==> src/hdl/prs_pkg.sv <==
// Package: types and constants shared by the restart supervisor.
`timescale 1ns / 1ps
`default_nettype none

package prs_pkg;

	typedef enum logic [1:0] {
		OP_TICK    = 2'd0,
		OP_START   = 2'd1,
		OP_STOP    = 2'd2,
		OP_RESTART = 2'd3
	} op_t;

	typedef enum logic [5:0] {
		ST_STOPPED  = 6'b000001,
		ST_STARTING = 6'b000010,
		ST_RUNNING  = 6'b000100,
		ST_EXITED   = 6'b001000,
		ST_STOPPING = 6'b010000,
		ST_BACKOFF  = 6'b100000
	} state_t;

	localparam logic [2:0] LS_STOPPED  = 3'd0;
	localparam logic [2:0] LS_STARTING = 3'd1;
	localparam logic [2:0] LS_RUNNING  = 3'd2;
	localparam logic [2:0] LS_EXITED   = 3'd3;
	localparam logic [2:0] LS_STOPPING = 3'd4;
	localparam logic [2:0] LS_BACKOFF  = 3'd5;

	localparam logic [1:0] MODE_NEVER    = 2'd0;
	localparam logic [1:0] MODE_ALWAYS   = 2'd1;
	localparam logic [1:0] MODE_ON_ERROR = 2'd2;

	localparam logic [2:0] REG_START_WINDOW   = 3'd0;
	localparam logic [2:0] REG_STOP_WINDOW    = 3'd1;
	localparam logic [2:0] REG_RETRY_LIMIT    = 3'd2;
	localparam logic [2:0] REG_RESTART_MODE   = 3'd3;
	localparam logic [2:0] REG_EXPECTED_CODES = 3'd4;
	localparam logic [2:0] REG_EXPECTED_COUNT = 3'd5;

	localparam logic [7:0] RETRY_MAX = 8'hFF;

	typedef struct packed {
		logic [7:0] retries_used;
		logic       command_error;
		logic       hard_kill;
		logic       soft_stop;
		logic       launch;
		logic [2:0] life_state;
	} result_t;

endpackage

`default_nettype wire

==> src/hdl/process_restart_supervisor_fsm.sv <==
// Top level: supervisor state machine for one restartable unit.
//
//  channel   dir  handshake           payload
//  s_*       in   s_tvalid/s_tready   tuser: operation; tdata: child_exited, exit_code
//  m_*       out  m_tvalid/m_tready   tdata: life_state, launch, soft_stop, hard_kill,
//                                     command_error, retries_used
//  cfg_*     in   cfg_we              cfg_index, cfg_data
//
// One word is accepted per cycle while s_tready is high; it is held in the input register,
// and its result is then loaded into the result register, from which it can be taken.
// The input register and the state update feed the result register in a single pass.
// Reset puts the block in the stopped state with all counters and marks at zero.
// While m_tready is low the result holds, one more word fits in the input register,
// and then s_tready drops.
`timescale 1ns / 1ps
`default_nettype none

module process_restart_supervisor_fsm #(
	parameter int NUM_CODES = 4,
	parameter int TIME_BITS = 32
) (
	input  wire              clk,
	input  wire              arst_n,
	input  wire              s_tvalid,
	output logic             s_tready,
	input  wire  [15:0]      s_tdata,   // child_exited, exit_code, zero fill
	input  wire  [1:0]       s_tuser,   // operation
	output logic             m_tvalid,
	input  wire              m_tready,
	output logic [15:0]      m_tdata,   // life_state, launch, soft_stop, hard_kill,
	                                    // command_error, retries_used, zero fill
	input  wire              cfg_we,
	input  wire  [2:0]       cfg_index,
	input  wire  [((NUM_CODES * 8 > 32) ? NUM_CODES * 8 : 32)-1:0] cfg_data
);
	import prs_pkg::*;

	localparam int CODE_W = NUM_CODES * 8;
	localparam int CMP_W  = (TIME_BITS > 32) ? TIME_BITS : 32;

	logic [31:0]          start_window_q;
	logic [31:0]          stop_window_q;
	logic [7:0]           retry_limit_q;
	logic [1:0]           restart_mode_q;
	logic [CODE_W-1:0]    expected_codes_q;
	logic [2:0]           expected_count_q;

	logic                 valid_s1;
	op_t                  op_s1;
	logic                 exited_s1;
	logic [7:0]           code_s1;

	state_t               state_q, state_d;
	logic                 ever_q, ever_d;
	logic                 pending_q, pending_d;
	logic                 seen_q, seen_d;
	logic [7:0]           latched_q, latched_d;
	logic [7:0]           retry_q, retry_d;
	logic [TIME_BITS-1:0] tick_q, tick_d;
	logic [TIME_BITS-1:0] start_mark_q, start_mark_d;
	logic [TIME_BITS-1:0] stop_mark_q, stop_mark_d;

	logic                 out_valid_s2;
	result_t              res_s2, res_d;

	logic                 advance;
	logic [TIME_BITS-1:0] tick_next;
	logic [TIME_BITS-1:0] now;
	logic                 seen_m;
	logic [7:0]           code_m;
	logic                 start_due;
	logic                 stop_due;
	logic                 retries_left;
	logic                 code_expected;
	logic [3:0]           count_eff;
	logic                 p_launch, p_soft, p_kill, p_err;

	assign advance  = valid_s1 && (!out_valid_s2 || m_tready);
	assign s_tready = !valid_s1 || advance;
	assign m_tvalid = out_valid_s2;
	assign m_tdata  = {1'b0, res_s2};

	assign tick_next = tick_q + TIME_BITS'(1);
	assign now       = (op_s1 == OP_TICK) ? tick_next : tick_q;
	assign seen_m    = seen_q | exited_s1;
	assign code_m    = exited_s1 ? code_s1 : latched_q;
	assign start_due = CMP_W'(tick_next - start_mark_q) > CMP_W'(start_window_q);
	assign stop_due  = CMP_W'(tick_next - stop_mark_q) > CMP_W'(stop_window_q);
	assign retries_left = (retry_limit_q == 8'd0) || (retry_q < retry_limit_q);
	assign count_eff = ({1'b0, expected_count_q} > 4'(NUM_CODES)) ? 4'(NUM_CODES)
	                                                            : {1'b0, expected_count_q};

	always_comb begin
		code_expected = 1'b0;
		for (int i = 0; i < NUM_CODES; i++) begin
			if ((4'(i) < count_eff) && (expected_codes_q[i*8 +: 8] == code_m)) begin
				code_expected = 1'b1;
			end
		end
	end

	function automatic logic [2:0] life_code(input state_t st);
		case (st)
			ST_STARTING: life_code = LS_STARTING;
			ST_RUNNING:  life_code = LS_RUNNING;
			ST_EXITED:   life_code = LS_EXITED;
			ST_STOPPING: life_code = LS_STOPPING;
			ST_BACKOFF:  life_code = LS_BACKOFF;
			default:     life_code = LS_STOPPED;
		endcase
	endfunction

	always_comb begin
		state_d      = state_q;
		ever_d       = ever_q;
		pending_d    = pending_q;
		seen_d       = seen_q;
		latched_d    = latched_q;
		retry_d      = retry_q;
		tick_d       = tick_q;
		start_mark_d = start_mark_q;
		stop_mark_d  = stop_mark_q;
		p_launch     = 1'b0;
		p_soft       = 1'b0;
		p_kill       = 1'b0;
		p_err        = 1'b0;
		case (op_s1)
			OP_TICK: begin
				tick_d    = tick_next;
				seen_d    = seen_m;
				latched_d = code_m;
				case (state_q)
					ST_STARTING: begin
						if (seen_m) begin
							state_d = ST_BACKOFF;
						end else if (start_due) begin
							state_d = ST_RUNNING;
						end
					end
					ST_RUNNING: begin
						if (seen_m) begin
							state_d = ST_EXITED;
						end
					end
					ST_EXITED: begin
						seen_d    = 1'b0;
						latched_d = 8'd0;
						if ((restart_mode_q == MODE_ALWAYS ||
						     (!code_expected && restart_mode_q == MODE_ON_ERROR)) &&
						    retries_left) begin
							state_d      = ST_STARTING;
							start_mark_d = now;
							ever_d       = 1'b1;
							p_launch     = 1'b1;
						end else begin
							state_d = ST_STOPPED;
						end
					end
					ST_STOPPING: begin
						if (seen_m) begin
							state_d = ST_STOPPED;
						end else if (stop_due) begin
							p_kill = 1'b1;
						end
					end
					ST_BACKOFF: begin
						if (retry_q >= retry_limit_q) begin
							state_d = ST_EXITED;
						end else begin
							if (retry_q != RETRY_MAX) begin
								retry_d = retry_q + 8'd1;
							end
							pending_d = 1'b1;
							if (!ever_q) begin
								p_err = 1'b1;
							end else begin
								p_soft      = 1'b1;
								stop_mark_d = now;
								state_d     = ST_STOPPING;
							end
						end
					end
					default: begin
						state_d   = ST_STOPPED;
						seen_d    = 1'b0;
						latched_d = 8'd0;
						if (pending_q || (restart_mode_q == MODE_ALWAYS && retries_left)) begin
							pending_d    = 1'b0;
							state_d      = ST_STARTING;
							start_mark_d = now;
							ever_d       = 1'b1;
							p_launch     = 1'b1;
						end
					end
				endcase
			end
			OP_START: begin
				if (state_q != ST_STOPPED) begin
					p_err = 1'b1;
				end else begin
					state_d      = ST_STARTING;
					start_mark_d = now;
					ever_d       = 1'b1;
					p_launch     = 1'b1;
				end
			end
			default: begin
				if (op_s1 == OP_RESTART) begin
					pending_d = 1'b1;
				end
				if (!ever_q) begin
					p_err = 1'b1;
				end else begin
					p_soft      = 1'b1;
					stop_mark_d = now;
					state_d     = ST_STOPPING;
				end
			end
		endcase
		res_d.life_state    = life_code(state_d);
		res_d.launch        = p_launch;
		res_d.soft_stop     = p_soft;
		res_d.hard_kill     = p_kill;
		res_d.command_error = p_err;
		res_d.retries_used  = retry_d;
	end

	always_ff @(posedge clk or negedge arst_n) begin
		if (!arst_n) begin
			start_window_q   <= 32'd1;
			stop_window_q    <= 32'd10;
			retry_limit_q    <= 8'd3;
			restart_mode_q   <= MODE_NEVER;
			expected_codes_q <= '0;
			expected_count_q <= 3'd1;
		end else if (cfg_we) begin
			case (cfg_index)
				REG_START_WINDOW:   start_window_q   <= cfg_data[31:0];
				REG_STOP_WINDOW:    stop_window_q    <= cfg_data[31:0];
				REG_RETRY_LIMIT:    retry_limit_q    <= cfg_data[7:0];
				REG_RESTART_MODE:   restart_mode_q   <= cfg_data[1:0];
				REG_EXPECTED_CODES: expected_codes_q <= cfg_data[CODE_W-1:0];
				REG_EXPECTED_COUNT: expected_count_q <= cfg_data[2:0];
				default: ;
			endcase
		end
	end

	always_ff @(posedge clk or negedge arst_n) begin
		if (!arst_n) begin
			valid_s1 <= 1'b0;
		end else if (s_tready) begin
			valid_s1 <= s_tvalid;
		end
	end

	always_ff @(posedge clk) begin
		if (s_tvalid && s_tready) begin
			op_s1     <= op_t'(s_tuser);
			exited_s1 <= s_tdata[0];
			code_s1   <= s_tdata[8:1];
		end
	end

	always_ff @(posedge clk or negedge arst_n) begin
		if (!arst_n) begin
			state_q      <= ST_STOPPED;
			ever_q       <= 1'b0;
			pending_q    <= 1'b0;
			seen_q       <= 1'b0;
			latched_q    <= 8'd0;
			retry_q      <= 8'd0;
			tick_q       <= '0;
			start_mark_q <= '0;
			stop_mark_q  <= '0;
		end else if (advance) begin
			state_q      <= state_d;
			ever_q       <= ever_d;
			pending_q    <= pending_d;
			seen_q       <= seen_d;
			latched_q    <= latched_d;
			retry_q      <= retry_d;
			tick_q       <= tick_d;
			start_mark_q <= start_mark_d;
			stop_mark_q  <= stop_mark_d;
		end
	end

	always_ff @(posedge clk or negedge arst_n) begin
		if (!arst_n) begin
			out_valid_s2 <= 1'b0;
		end else if (advance) begin
			out_valid_s2 <= 1'b1;
		end else if (m_tready) begin
			out_valid_s2 <= 1'b0;
		end
	end

	always_ff @(posedge clk) begin
		if (advance) begin
			res_s2 <= res_d;
		end
	end

`ifndef SYNTHESIS
	a_ready_only_when_full: assert property (@(posedge clk) disable iff (!arst_n)
		!s_tready |-> (valid_s1 && out_valid_s2 && !m_tready))
		else $error("Input stalled although the result register could move.");

	a_launch_enters_starting: assert property (@(posedge clk) disable iff (!arst_n)
		(out_valid_s2 && res_s2.launch) |-> (res_s2.life_state == LS_STARTING))
		else $error("Launch reported outside the starting state.");

	a_kill_while_stopping: assert property (@(posedge clk) disable iff (!arst_n)
		(out_valid_s2 && res_s2.hard_kill) |-> (res_s2.life_state == LS_STOPPING))
		else $error("Hard kill reported outside the stopping state.");

	a_one_pulse: assert property (@(posedge clk) disable iff (!arst_n)
		out_valid_s2 |-> $onehot0({res_s2.launch, res_s2.soft_stop, res_s2.hard_kill,
		                          res_s2.command_error}))
		else $error("More than one pulse in a single result word.");

	a_retry_monotonic: assert property (@(posedge clk) disable iff (!arst_n)
		advance |=> (retry_q >= $past(retry_q)))
		else $error("Retry counter decreased.");
`endif

endmodule

`default_nettype wire

==> config.mk <==
export PLATFORM = sky130hd
export DESIGN_NAME = process_restart_supervisor_fsm
export DESIGN_NICKNAME = d
export VERILOG_FILES = /design/src/hdl/prs_pkg.sv /design/src/hdl/process_restart_supervisor_fsm.sv
export SDC_FILE = /design/constraint.sdc
export NUM_CORES = 1
export LEC_CHECK = 0
export BUFFER_PORTS_ARGS = -buffer_cell sky130_fd_sc_hd__buf_2
export CORE_ASPECT_RATIO = 0.9
export CORE_MARGIN = 2
export CORE_UTILIZATION = 44
export CTS_BUF_LIST = sky130_fd_sc_hd__clkbuf_8 sky130_fd_sc_hd__clkbuf_16
export DETAILED_ROUTE_END_ITERATION = 8
export SLEW_MARGIN = 5
export SYNTH_ARGS = -nofsm -noshare
export SYNTH_HDL_FRONTEND = slang
export SYNTH_SLANG_ARGS = --single-unit
==> constraint.sdc <==
create_clock -name clk -period 8.6 [get_ports clk]
set_input_delay 0.43 -clock clk [delete_from_list [all_inputs] [get_ports clk]]
set_output_delay 0.43 -clock clk [all_outputs]
set_load 0.05 [all_outputs]
==> flow_summary.yaml, run 1 <==
outcome:
  status: "finished, final reports clean"
setup_path:
  start_kind: "flop"
  cpMostUsedCell: "and3_1"
  end_kind: "flop"
  path_max_fanout: 6
  arrival_ns: 7.94
  critPathKind: "flop to flop"
  worst_path_max_delay_cell: "nor3_1"
  cp.required_ns: 8.96
  critPathMaxStageDelay_ns: 0.53
power:
  switching_share: 0.3615
  intPower_mw: 3.231
  p_per_area_nw_per_um2: 274.7
  power.share.combinational: 0.404
  peakVddDrop_mv: 0.2147
  pwr-share-seq: 0.330
  switchingPower_mw: 1.830
  clkPwrFrac: 0.266
  leakage_nw: 8.640
cts:
  cts_buffers: 29
  clk_pin_slew_ns: 0.06
  htree_levels: 1
  cts_setup_buffers: 0
  tritoncts: "built"
  insertion_delay_ns: 0.56
  cts_max_path_buffers: 3
  cts_sinks: 258
  root_buffer: "clkbuf_16"
layout:
  layout-drive-gt1-share: 0.1311
  finalNetCount: 2022
  multi_input_area_um2: 9171
  antennaDiodeCount: 0
  num-fill-cells: 3450
  regArea_um2: 6595
  area_growth_pct: 10.52
synthesis:
  syn-num-nets: 1983
  yosys.area.top_type: "dfrtp_1"
  postSynthCellCount: 1785
  synth_cell_types: 84
  post-synth-top-count-cell: "dfrtp_1"
  ys.flop_type: "dfrtp_1"
  async_reset_ff_frac: 0.8992
  synth.area.top_cells: "dfrtp_1, ha_1, xnor2_1, edfxtp_1, nand2_1"
  synth_edf_count: 26
  synth_warnings: 0
  syn_area_um2: 16670
  yosys-top-cells-count: "dfrtp_1, nand2_1, inv_1"
  ys_ff_latch: 258
  syn_area_per_cell_um2: 9.340
  synth_top_cell_area_share: 0.3377
  ys_seq_area_frac: 0.3956
routing:
  firstDrtPassIters: 5
  drt-total-wl_mm: 39.51
  drc: 0
  vias: 12360
  vias_per_cell: 5.307
  routedWlPerCell_um: 16.96
  detail-route-antenna-nets: 0
  drtIter0Drc: 824
sta:
  grt_setup_unrepaired: "false"
  fin_crit_sh: 0.8810
  hold_viol_final: 0
  finalWorstSetupSlack_ns: 1.024
  fmax_mhz: 132.0
  skew_ns: 0.01083
  tns_ns: 0
  fin_crit_ns: 7.576
  drv_slew: 0
  hold_ws_ns: 0.04797
  worst_slew_pin_slew_ns: 1.103
  setup_violations: 0
  relSlewSlack: 0.2543
placement:
  finalWeightedCongestion: 0.8631
  place_ws_ns: 1.116
  hpwl_mm: 29.72
  port_buffers: 67
floorplanning:
  core_um2: 37300
  dieArea_um2: 39470
  rows: 67
  dieHeight_um: 188.7
  ios: 76
  start_util: 0.4469
  die_w_um: 209.2
global_route:
  track_usage: 0.2027
  grt_max_degree: 104
  grt_pass1_wl_mm: 63.98
  antenna_found_initial: 1
  grt_overflow: 0
  grt_pass1_vias: 12000
worst_hold_path:
  worstHoldPathType: "input port to flop"
flow_run:
  cap_violations: 0
==> sequential cells by signal (all words and copies together), names as in the netlist, 2 cells and up <==
signal,flops
state_q,6
start_mark_q,32
start_window_q,32
stop_window_q,32
stop_mark_q,32
m_tdata,15
code_s1,8
retry_limit_q,8
expected_count_q,3
op_s1,2
retry_q,8
expected_codes_q,32
latched_q,8
restart_mode_q,2
tick_q,32
==> cell type report <==
| type | count | share of cell area |
|---|---|---|
| multi-input cells | 1300 | 0.4977 |
| flip-flops and latches | 258 | 0.3579 |
| clock buffers | 33 | 0.04298 |
| well taps | 483 | 0.03280 |
| inverters | 157 | 0.03198 |
| repair buffers | 78 | 0.02336 |
| clock inverters | 20 | 0.01324 |
==> placed cells by master, fill, tap and decap left out, types with 11 or more instances in the layout <==
master / instances
a21o_1: 47
a21oi_1: 105
a21oi_2: 33
a31oi_1: 16
and3_1: 20
buf_2: 66
clkbuf_16: 30
dfrtp_1: 225
edfxtp_1: 26
ha_1: 137
inv_1: 158
mux2_2: 46
nand2_1: 186
nand2b_1: 11
nand3_1: 36
nand4_1: 25
nor2_1: 137
nor2b_1: 21
nor3_1: 19
o21a_1: 21
o21ai_0: 102
xnor2_1: 116
xor2_1: 75
==> power by group through the flow <==
stage	clock, mW	combinational (mW)	sequential [mW]
2_1_floorplan	0	1.54	1.66
3_3_place_gp	0	1.97	1.68
3_5_place_dp	0	2.03	1.69
4_1_cts	1.38	2.05	1.67
5_1_grt	1.42	2.32	1.70
6_report	1.34	2.05	1.67
==> repair_timing <==
| item | in CTS | in global routing |
|---|---|---|
| hold buffers | 1 | 0 |
| endpoints found under the setup margin | 0 | 0 |
| resized for setup | 0 | 0 |
| hold endpoints to repair | 78 | 0 |
==> layer usage <==
metal  track usage  routed length, um  vias to the layer above
met2        0.3276              17680                      228
met4       0.04176                838                        2
li1              -                  -                     6206
met3       0.02733               1490                       55
met5             0                 13                        -
met1        0.2912              19480                     5868
==> through the flow <==
stage	total power [mW]	util	cell area (um^2)	std cells
after floorplan	3.206	-	16670	1785
after global placement	3.658	0.4659	17380	2275
after detailed placement	3.726	0.4659	17380	2275
after CTS	5.100	0.4939	18430	2329
after global routing	5.446	0.4939	18430	2329
final	5.061	0.4939	18430	2329
==> logic make-up (layout without fill, tap and decap cells) <==
kind of cell               Yosys count  count (layout)  synth area share
AOI/OAI and AO/OA                  396             396            0.1520
xor gates and xnor gates           192             192            0.1013
and+or+nand+nor                    513             513            0.1440
muxes                               58              58           0.04308
DFF                                258             258            0.3956
other                                1               1         0.0002249
buffers and inverters              227             288           0.05779
adders and majority gates          140             140            0.1060
==> worst paths after layout <==
path                             from           endpoint  slack [ns]  cells after the start
min                        s_tdata[5]         code_s1[4]        0.05                      1
min reg2reg                  valid_s1           m_tvalid        0.49                      1
max                         tick_q[0]         m_tdata[1]        1.02                     29
max in group asynchronous      arst_n       latched_q[1]        6.53                      3
min in group asynchronous      arst_n  start_window_q[9]        0.49                      2
max reg2reg                 tick_q[0]         m_tdata[1]        1.02                     29
==> worst max-delay path: cells and delay by family, from the launching register on <==
family	cells	cell delay [ns]
AND/OR/NAND/NOR	13	3.25
AO/OA/AOI/OAI	10	2.22
adder cells (fa/ha/maj)	3	0.91
flip-flops	1	0.49
XOR/XNOR	3	0.49
(Power assumes the default switching activity.)
==> run 2: changes to the inputs <==
==> constraint.sdc (replaced) <==
create_clock -name clk -period 8.7 [get_ports clk]
set_input_delay 0.435 -clock clk [delete_from_list [all_inputs] [get_ports clk]]
set_output_delay 0.435 -clock clk [all_outputs]
set_load 0.05 [all_outputs]
==> run 2 against run 1 <==
Sequential power about the same. Final cell count grew 0.34%. Global-route usage is 0.098 points higher. Largest power group unchanged.
==> flow_summary.yaml, run 2 (synthesized netlist as in run 1, its figures left out) <==
sta:
  hold_viol_final: 0
  fin_crit_ns: 7.534
  relSlewSlack: 0.2478
  fmax_mhz: 132.7
  setup_violations: 0
  tns_ns: 0
  worst_slew_pin_slew_ns: 1.112
  drv_slew: 0
  fin_crit_sh: 0.8660
  skew_ns: 0.02529
  grt_setup_unrepaired: "false"
power:
  intPower_mw: 3.109
  leakage_nw: 8.652
  peakVddDrop_mv: 0.1148
  pwr-share-seq: 0.337
  p_per_area_nw_per_um2: 266.3
  switchingPower_mw: 1.800
  clkPwrFrac: 0.259
  power.share.combinational: 0.404
  switching_share: 0.3667
floorplanning:
  core_um2: 37300
  ios: 76
  start_util: 0.4469
  dieArea_um2: 39470
  dieHeight_um: 188.7
  rows: 67
  die_w_um: 209.2
setup_path:
  r2r_start: "tick_q[0]"
  reg2reg_setup_slack_ns: 1.17
  critPathMaxStageDelay_ns: 0.52
  cp.required_ns: 9.00
  path_max_fanout: 6
  critPathKind: "flop to flop"
  worst_path_max_delay_cell: "nor3_1"
  cpMostUsedCell: "and3_1"
  start_kind: "flop"
  r2r_end: "m_tdata[1]"
  end_kind: "flop"
  arrival_ns: 7.84
  r2r_cells: 29
  cp-startpoint: "tick_q[0]"
routing:
  drtIter0Drc: 806
  drt-total-wl_mm: 39.65
  vias_per_cell: 5.276
  vias: 12330
  drc: 0
  firstDrtPassIters: 5
  detail-route-antenna-nets: 0
  routedWlPerCell_um: 16.97
global_route:
  grtUsageMet2: 0.3297
  grt_pass1_vias: 12210
  antenna_found_initial: 0
  grt-busiest-layer: "met2"
  use_met3: 0.02750
  grt_pass1_wl_mm: 64.18
  use_met1: 0.2894
  track_usage: 0.2037
  grt_overflow: 0
  grt_max_degree: 104
worst_hold_path:
  hold_path_end: "code_s1[7]"
  worstHoldPathType: "input port to flop"
  worstHoldPathCells: 1
  hold_start: "s_tdata[8]"
cts:
  root_buffer: "clkbuf_16"
  cts_buffers: 31
  post_cts_resized: 0
  htree_levels: 1
  cts_max_path_buffers: 3
  insertion_delay_ns: 0.58
  cts_sinks: 258
  tritoncts: "built"
  clk_pin_slew_ns: 0.06
layout:
  final_common_cell: "dfrtp_1"
  antennaDiodeCount: 0
  finalNetCount: 2027
  final_cells: 2337
  mostFrequentLayoutCells: "dfrtp_1, nand2_1, inv_1, nor2_1, ha_1"
  num-fill-cells: 3475
  area_growth_pct: 10.56
  layout-drive-gt1-share: 0.1327
placement:
  finalWeightedCongestion: 0.8707
  hpwl_mm: 29.52
  dp.cells: 2275
  port_buffers: 67
outcome:
  status: "finished, final reports clean"
flow_run:
  cap_violations: 0
[run 2: cell types whose count changed in the layout (fill, tap and decap cells not counted)]
cell | previous run | this run
clkbuf_16 | 30 | 31
clkinv_1 | 5 | 0
inv_6 | 0 | 1
clkbuf_8 | 3 | 8
dlygate4sd3_1 | 1 | 4
clkinv_2 | 5 | 3
bufinv_16 | 6 | 1
inv_1 | 158 | 164
clkinvlp_4 | 0 | 4
[run 2: layer usage]
layer | vias up | part of all wire
met4 | 0 | 0.022
met1 | 5891 | 0.50
met2 | 184 | 0.44
li1 | 6205 | -
met5 | - | 0
met3 | 49 | 0.033
[run 2: stage by stage]
step / utilization / area, um^2 / total power [mW] / hold slack, ns / setup slack, ns
2_1_floorplan: - / 16670 / 3.169 / 0.1394 / 2.605
3_3_place_gp: 0.4659 / 17380 / 3.595 / 0.4671 / 1.277
3_5_place_dp: 0.4659 / 17380 / 3.649 / 0.4869 / 1.227
4_1_cts: 0.4941 / 18430 / 4.951 / 0.002434 / 1.178
5_1_grt: 0.4941 / 18430 / 5.296 / 0.01408 / 0.5947
6_report: 0.4941 / 18430 / 4.908 / 0.03596 / 1.166
[run 2: timing repair]
action,4_1_cts,5_1_grt
hold buffers,4,0
setup buffers,0,0
hold endpoints to repair,104,0
[run 2: critical path: cells and delay by family, from the launching register on]
kind                       cells  cell delay [ns]
and+or+nand+nor               13             3.09
xor gates and xnor gates       3             0.55
AOI/OAI and AO/OA             10             2.21
DFF                            1             0.49
adders and majority gates      3             0.91
[run 2: final cells by class]
type	count	area [um^2]	share of cell area
tap	483	604.3	0.03279
clock inverter	19	126.4	0.006856
clock buffer	39	885.9	0.04806
sequential	258	6595	0.3578
timing repair buffer	81	460.4	0.02498
multi-input combinational	1300	9171	0.4976
inverter	157	589.3	0.03197
[run 2: worst max path at each step]
stage / end / slack, ns / cells past startpoint
finish: m_tdata[1] / 1.17 / 29
CTS: m_tdata[1] / 1.18 / 29
detailed placement: m_tdata[1] / 1.23 / 29
global route: m_tdata[1] / 0.59 / 29
floorplan: m_tdata[1] / 2.61 / 30
global placement: m_tdata[1] / 1.28 / 29
[run 2: power groups by stage]
| stage | sequential (mW) | combinational [mW] | clock (mW) |
|---|---|---|---|
| finish | 1.65 | 1.99 | 1.27 |
| global route | 1.69 | 2.26 | 1.35 |
| CTS | 1.65 | 1.99 | 1.30 |
| detailed placement | 1.67 | 1.98 | 0 |
| global placement | 1.67 | 1.93 | 0 |
| floorplan | 1.64 | 1.53 | 0 |
